File: src/pce_ram.sv
// ----------------------------------------------------------------------------
// pce_ram
// Generic single-write, single-read RAM with registered read data.
// ----------------------------------------------------------------------------
module pce_ram #(
  parameter int unsigned WIDTH  = 32,
  parameter int unsigned DEPTH  = 8,
  localparam int unsigned ADDR_W = (DEPTH > 1) ? $clog2(DEPTH) : 1
) (
  input  logic              clk_i,
  input  logic              we_i,
  input  logic [ADDR_W-1:0] waddr_i,
  input  logic [WIDTH-1:0]  wdata_i,
  input  logic              re_i,
  input  logic [ADDR_W-1:0] raddr_i,
  output logic [WIDTH-1:0]  rdata_o
);

  logic [WIDTH-1:0] mem_q [DEPTH];
  logic [WIDTH-1:0] rdata_q;

  always_ff @(posedge clk_i) begin
    if (we_i) begin
      mem_q[waddr_i] <= wdata_i;
    end
    if (re_i) begin
      rdata_q <= mem_q[raddr_i];
    end
  end

  assign rdata_o = rdata_q;

endmodule

File: config.mk
export PLATFORM = sky130hd
export DESIGN_NAME = pce_ram
export DESIGN_NICKNAME = d
export VERILOG_FILES = /design/src/pce_ram.sv
export SDC_FILE = /design/constraint.sdc
export NUM_CORES = 1
export LEC_CHECK = 0
export ABC_AREA = 1
export ABC_CLOCK_PERIOD_IN_PS = 4050
export BUFFER_PORTS_ARGS = -buffer_cell sky130_fd_sc_hd__buf_2
export CORE_UTILIZATION = 30
export CTS_BUF_LIST = sky130_fd_sc_hd__clkbuf_8 sky130_fd_sc_hd__clkbuf_16
export CTS_CLUSTER_SIZE = 30
export DETAILED_ROUTE_END_ITERATION = 8
export PLACE_DENSITY = 0.45
export RECOVER_POWER = 25
export SYNTH_ARGS = -nofsm -noshare
export SYNTH_HDL_FRONTEND = slang
export SYNTH_SLANG_ARGS = --single-unit
File: constraint.sdc
create_clock -name clk_i -period 4.05 [get_ports clk_i]
set_input_delay 1.215 -clock clk_i [delete_from_list [all_inputs] [get_ports clk_i]]
set_output_delay 1.215 -clock clk_i [all_outputs]
set_load 0.03 [all_outputs]
==> results of run 1 <==
==> area by class of cell <==
class,count,area share
flip-flops and latches,288,0.610
multi-input cells,558,0.163
inverters,262,0.0695
clock buffers,31,0.0548
well taps,525,0.0464
repair buffers,88,0.0374
clock inverters,26,0.0178
diodes,1,0.000177
==> flip-flops by register name, summed over array words and instances (netlist names) <==
signal and cells:
mem_q 256, rdata_o 32
==> synthesized netlist by cell type, drive strengths merged <==
cell,number,area (µm²)
clkbuf,7,26.3
inv,262,983
nand2,422,1580
edfxtp,288,8650
nor2,8,30.0
buf,41,280
nand3,128,641
==> metal layers <==
layer,track usage,up-vias,share of wire
li1,-,3764,-
met1,0.179,3542,0.45
met2,0.249,110,0.50
met3,0.0192,32,0.033
met4,0.0290,0,0.017
met5,0,-,0
==> cell families (layout without fill, tap and decap cells) <==
group,Yosys count,in the layout,share of synthesized area
flip-flops,288,288,0.709
other,0,1,0
AND/OR/NAND/NOR,558,558,0.185
buffers and inverters,310,407,0.106
==> path summary, 6_finish.rpt <==
| kind | from | end | slack (ns) |
|---|---|---|---|
| worst min register to register | mem_q[1][6] | rdata_o[6] | 0.70 |
| worst max register to register | mem_q[7][20] | rdata_o[20] | 3.03 |
| worst min-delay path | mem_q[1][6] | rdata_o[6] | 0.70 |
| worst max-delay path | rdata_o[5] | rdata_o[5] | 1.61 |
==> through the flow <==
stage	hold WS (ns)	power (mW)	instance area, µm²	util
floorplan	0.662	3.79	12200	-
global placement	0.685	3.96	13200	0.330
detailed placement	0.694	3.97	13200	0.330
CTS	0.704	6.85	14200	0.356
global route	0.759	7.01	14200	0.355
finish	0.702	6.75	14200	0.355
==> report_power, final <==
part | switching (mW) | leakage, nW | internal, mW | total [mW]
Sequential | 0.0286 | 2.64 | 3.41 | 3.43
Combinational | 0.332 | 3.12 | 0.121 | 0.454
Clock | 1.16 | 0.508 | 1.70 | 2.86
Total | 1.52 | 6.27 | 5.23 | 6.75
==> impl_metrics.ini, run 1 <==
[sta]
setup_viol_count_final = 0
finalHoldViolCount = 0
skew_ns = 0.0127
fmax_mhz = 410
relSlewSlack = 0.256
period_needed_ns = 2.44
worst_slack_ns = 1.61
finalSetupTns_ns = 0
slew_violations = 0
min_period_over_period = 0.603
rsz0062_at_grt = false
tightestPinTransition_ns = 1.12

[setup_path]
cp.required_ns = 2.83
cp_top_family = flip-flops
worstSetupEndpointType = output pin
cp_max_fo = 1
cpMaxStageDelayCell = edfxtp_1
worst-path-stages = 1
path_cells = buf_2
worst-setup-path-type = reg -> out
r2r_cells = 6
arrival_ns = 1.23
critPathMaxStageDelay_ns = 0.45
crit_buf_inv = 1
start_kind = flop

[route]
dr.pass1.iters = 4
dr_total_vias = 7448
postRouteAntennaNets = 0
dr.first_iter.drc_count = 308
drt_wl_total_um = 28200
detail_route.vias_per_cell = 4.19
wl_per_cell_um = 15.8
drc_errors = 0

[floorplan]
fp.coreArea_um2 = 39900
rows = 73
die_h_um = 204
start_util = 0.305
pin_count = 73
chipWidth_um = 204
die_area_um2 = 41500

[cts]
post_cts_buffers = 0
cts-buffers-inserted = 31
clock_path_buffers = 3
cts.sinks = 288
clkTransAtPathRegs_ns = 0.07
clk_latency_ns = 0.55
cts_htree_levels = 1
cts_tree = built
cts_root_buffer = clkbuf_16
cts-hold-fix-buffers = 0
cts-resized-gates = 0

[synthesis]
ys_ff_latch = 288
synth_seq_area_share = 0.709
synth_warnings = 0
syn-cell-area_um2 = 12200
synthCells = 1156
syn_avg_cell_area_um2 = 10.5
syn_nets = 1197
ys_types = 11

[final_layout]
final_cells = 1779
nets = 1270
multi_input_area_um2 = 2310
syn_to_final_growth_pct = 16.2
mostFrequentLayoutCells = 422 x nand2_1, 288 x edfxtp_1, 265 x inv_1
layout-drive-gt1-share = 0.0958
regArea_um2 = 8650
fillers = 3955
layout_commonest_cell = nand2_1

[placement]
io_buffers = 72
pre_cts_slack_ns = 1.14
dp.cells = 1721
routabilityCongestion = 0.696
detailed_place_hpwl_um = 14100

[worst_hold_path]
hold_path_class = reg -> reg
whs_path_depth = 6

[power_and_ir_drop]
p_leak_nw = 6.27
ir_worst_vdd_uv = 360
power.density_nw_per_um2 = 476

[status]
status = completed

[grt]
antenna_found_initial = 0
grt_use_total = 0.139
grt_overflow = 0
grt_max_degree = 81
grt_pass1_wl_um = 43600
grt_pass1_vias = 7424

[job]
cap_violations = 0
Power figures use the tool's default switching activity.
==> run 2, diff against run 1 <==
- ABC_CLOCK_PERIOD_IN_PS: 4050 -> 2110
- PLACE_DENSITY: 0.45 -> 0.47
- clock period: 4.05 -> 2.11 ns (I/O delays scaled with it)
==> impl_metrics.ini, run 2 (same netlist as run 1, synthesis figures left out) <==
[cts]
cts-buffers-inserted = 31
cts.sinks = 288
clock_path_buffers = 3
post_cts_buffers = 0
clkTransAtPathRegs_ns = 0.06
clk_latency_ns = 0.58
cts-resized-gates = 0
cts_htree_levels = 1
cts-hold-fix-buffers = 0
cts_root_buffer = clkbuf_16
cts_tree = built

[floorplan]
die_h_um = 204
fp.coreArea_um2 = 39900
chipWidth_um = 204
start_util = 0.305
rows = 73
pin_count = 73
die_area_um2 = 41500

[power_and_ir_drop]
ir_worst_vdd_uv = 567
power.density_nw_per_um2 = 873
p_leak_nw = 6.34

[sta]
tightestPinTransition_ns = 0.517
fmax_mhz = 535
slew_violations = 0
finalHoldViolCount = 0
skew_ns = 0.0181
relSlewSlack = 0.656
setup_viol_count_final = 0
period_needed_ns = 1.87
worst_slack_ns = 0.240
min_period_over_period = 0.886
rsz0062_at_grt = false
hold_slack_ns = 0.352

[final_layout]
layout_commonest_cell = nand2_1
diodes = 0
regMostFlops = mem_q
fin_area_um2 = 14300
fillers = 3908
multi_input_area_um2 = 2310
regArea_um2 = 8650
largest_reg_flops = 256
final_cells = 1786
mostFrequentLayoutCells = 422 x nand2_1, 288 x edfxtp_1, 268 x inv_1
post-route-util = 0.357
nets = 1279
syn_to_final_growth_pct = 17.0
layout-drive-gt1-share = 0.0991

[route]
dr.first_iter.drc_count = 485
dr_total_vias = 7524
drt_wl_total_um = 27300
postRouteAntennaNets = 0
drc_errors = 0
detail_route.vias_per_cell = 4.21
wl_per_cell_um = 15.3
dr.pass1.iters = 5

[setup_path]
crit_buf_inv = 1
reg2reg_from = mem_q[7][24]
worst-setup-path-type = reg -> out
worstSetupEndpointType = output pin
crit_path_start = rdata_o[9]
cp_max_fo = 1
start_kind = flop
cp.required_ns = 1.48
cp_top_family = flip-flops
arrival_ns = 1.24
critPathMaxStageDelay_ns = 0.45
cpMaxStageDelayCell = edfxtp_1
path_cells = buf_2

[worst_hold_path]
hold_path_startpoint = wdata_i[21]
hold_path_class = in -> reg

[grt]
grt_pass1_wl_um = 42800
grt_pass1_vias = 7426
grt_use_total = 0.136
grt_overflow = 0
grt_max_degree = 45
antenna_found_initial = 0

[job]
cap_violations = 0

[placement]
detailed_place_hpwl_um = 14800
io_buffers = 72
placed_cell_area_um2 = 13400
routabilityCongestion = 0.704
pre_cts_slack_ns = 0.294
dp.cells = 1730

[status]
status = completed
## run 2: changes by cell type in the layout (fill, tap and decap cells not counted), sizes merged
cell	change
bufinv	-4
clkinvlp	-4
buf	+10
clkinv	+2
clkbuf	-1
inv	+5
diode	-1
## run 2: through the flow
step	setup TNS (ns)	total power, mW
floorplan	-82.87	7.27
global placement	0	7.65
detailed placement	0	7.66
CTS	0	12.6
global route	0	12.9
finish	0	12.4
## run 2: report_power, final
part           internal, mW  switching [mW]
Sequential             6.54          0.0497
Clock                  2.76            2.18
Combinational         0.269           0.653
Total                  9.56            2.89
## run 2: worst paths after layout
| kind | cells after the start | to | slack (ns) |
|---|---|---|---|
| max reg2reg | 6 | rdata_o[24] | 1.09 |
| min | 1 | mem_q[3][21] | 0.35 |
| max | 1 | rdata_o[9] | 0.24 |
| min reg2reg | 6 | rdata_o[25] | 0.70 |
## run 2: cell type report
cell class / instances / area share
Clock buffer: 31 / 0.0544
Sequential cell: 288 / 0.606
Timing Repair Buffer: 97 / 0.0525
Tap cell: 525 / 0.0461
Multi-Input combinational cell: 558 / 0.162
Inverter: 262 / 0.0691
Clock inverter: 25 / 0.00930
## run 2: worst reg2reg max path: cells and delay by family, from the launching register on
kind,cells,cell delay (ns)
DFF,1,0.37
and+or+nand+nor,5,0.35
buffers and inverters,1,0.06
## run 2: per-layer routing
metal,vias to the layer above,part of all wire,global-route usage
li1,3779,-,-
met1,3597,0.48,0.185
met2,116,0.46,0.222
met3,32,0.045,0.0236
met4,0,0.015,0.0363
met5,-,0,0
==> run 3, diff against run 2 <==
==> constraint.sdc (replaced) <==
create_clock -name clk_i -period 2.11 [get_ports clk_i]
set_input_delay 0.1055 -clock clk_i [delete_from_list [all_inputs] [get_ports clk_i]]
set_output_delay 0.1055 -clock clk_i [all_outputs]
set_load 0.03 [all_outputs]
==> impl_metrics.ini, run 3 (same netlist as run 1, synthesis figures left out) <==
[route]
drc_errors = 0
postRouteAntennaNets = 0
detail_route.vias_per_cell = 4.15
drt_wl_total_um = 27400
dr_total_vias = 7540
dr.first_iter.drc_count = 400
wl_per_cell_um = 15.1
dr.pass1.iters = 5

[setup_path]
cpMaxStageDelayCell = edfxtp_1
cp.required_ns = 2.00
crit_buf_inv = 1
worst-setup-path-type = reg -> out
start_kind = flop
path_cells = buf_2
worstSetupEndpointType = output pin
arrival_ns = 1.22
cp_max_fo = 1
critPathMaxStageDelay_ns = 0.46
cp_top_family = flip-flops

[final_layout]
layout-drive-gt1-share = 0.0969
mostFrequentLayoutCells = 422 x nand2_1, 288 x edfxtp_1, 265 x inv_1
post-route-util = 0.366
nets = 1308
diodes = 0
regMostFlops = mem_q
largest_reg_flops = 256
syn_to_final_growth_pct = 19.7
layout_commonest_cell = nand2_1

[sta]
rsz0062_at_grt = false
skew_ns = 0.00789
hold_slack_ns = 0.0767
slew_violations = 0
period_needed_ns = 1.33
min_period_over_period = 0.629
tightestPinTransition_ns = 0.506
setup_viol_count_final = 0
relSlewSlack = 0.663
fmax_mhz = 753
finalHoldViolCount = 0
finalSetupTns_ns = 0

[grt]
grt_util_met1 = 0.189
met2_usage = 0.225
busiest_layer = met2
antenna_found_initial = 1
grt_pass1_vias = 7542
grt_use_total = 0.136
grt_pass1_wl_um = 43400
grt_use_met3 = 0.0197
grt_max_degree = 91
grt_overflow = 0

[placement]
routabilityCongestion = 0.703
detailed_place_hpwl_um = 14600
io_buffers = 72

[power_and_ir_drop]
p_leak_nw = 6.47
ir_worst_vdd_uv = 578
power.density_nw_per_um2 = 887

[floorplan]
die_area_um2 = 41500
rows = 73
pin_count = 73
chipWidth_um = 204
start_util = 0.305
die_h_um = 204
fp.coreArea_um2 = 39900

[job]
cap_violations = 0

[cts]
cts-buffers-inserted = 31
post_cts_buffers = 0
cts-resized-gates = 0
clkTransAtPathRegs_ns = 0.06
clock_path_buffers = 3
cts.sinks = 288
clk_latency_ns = 0.55
cts_htree_levels = 1
cts_tree = built
cts_root_buffer = clkbuf_16

[status]
status = completed

[worst_hold_path]
hold_path_class = in -> reg
run 3: cell count changes in the layout (fill, tap and decap cells not counted):
| cell | before | now |
|---|---|---|
| clkinv_2 | 6 | 8 |
| clkinv_1 | 9 | 8 |
| buf_4 | 8 | 10 |
| inv_4 | 1 | 0 |
| buf_12 | 18 | 12 |
| dlygate4sd3_1 | 0 | 33 |
| bufinv_16 | 1 | 5 |
| inv_6 | 1 | 0 |
| inv_1 | 268 | 265 |
run 3: where the power goes:
part,internal (mW),leakage [nW],switching [mW]
combinational,0.289,3.30,0.648
clock,3.25,0.519,2.16
sequential,6.54,2.64,0.0579
total,10.1,6.47,2.86
run 3: stage by stage:
step | cell area [µm²] | power [mW] | instances | setup WS, ns
3_3_place_gp | 13300 | 7.63 | 1726 | 0.663
5_1_grt | 14600 | 13.4 | 1815 | 0.740
2_1_floorplan | 12200 | 7.27 | 1156 | 0.0872
3_5_place_dp | 13300 | 7.64 | 1726 | 0.632
6_report | 14600 | 12.9 | 1815 | 0.783
4_1_cts | 14600 | 13.1 | 1815 | 0.756
run 3: final timing paths:
check / start / endpoint / slack (ns) / depth (start not counted)
min: raddr_i[1] / rdata_o[9] / 0.08 / 5
min reg2reg: mem_q[0][30] / rdata_o[30] / 0.70 / 6
max: rdata_o[8] / rdata_o[8] / 0.78 / 1
max reg2reg: mem_q[7][18] / rdata_o[18] / 1.07 / 6
run 3: area by class of cell:
class	instances	area (µm²)
fill	3962	25300
sequential	288	8650
multi-input combinational	558	2310
inverter	262	985
timing repair buffer	126	975
clock buffer	31	776
tap	525	657
clock inverter	25	234
run 3: timing repair:
| action | in CTS | in global routing |
|---|---|---|
| endpoints found under the hold margin | 266 | 0 |
| hold buffers | 33 | 0 |
| setup endpoints to repair | 0 | 0 |
run 3: routing by layer:
layer	wire (µm)	vias to the layer above
met3	922	37
met5	0	-
met2	12700	104
met1	13300	3565
li1	-	3834
met4	452	0
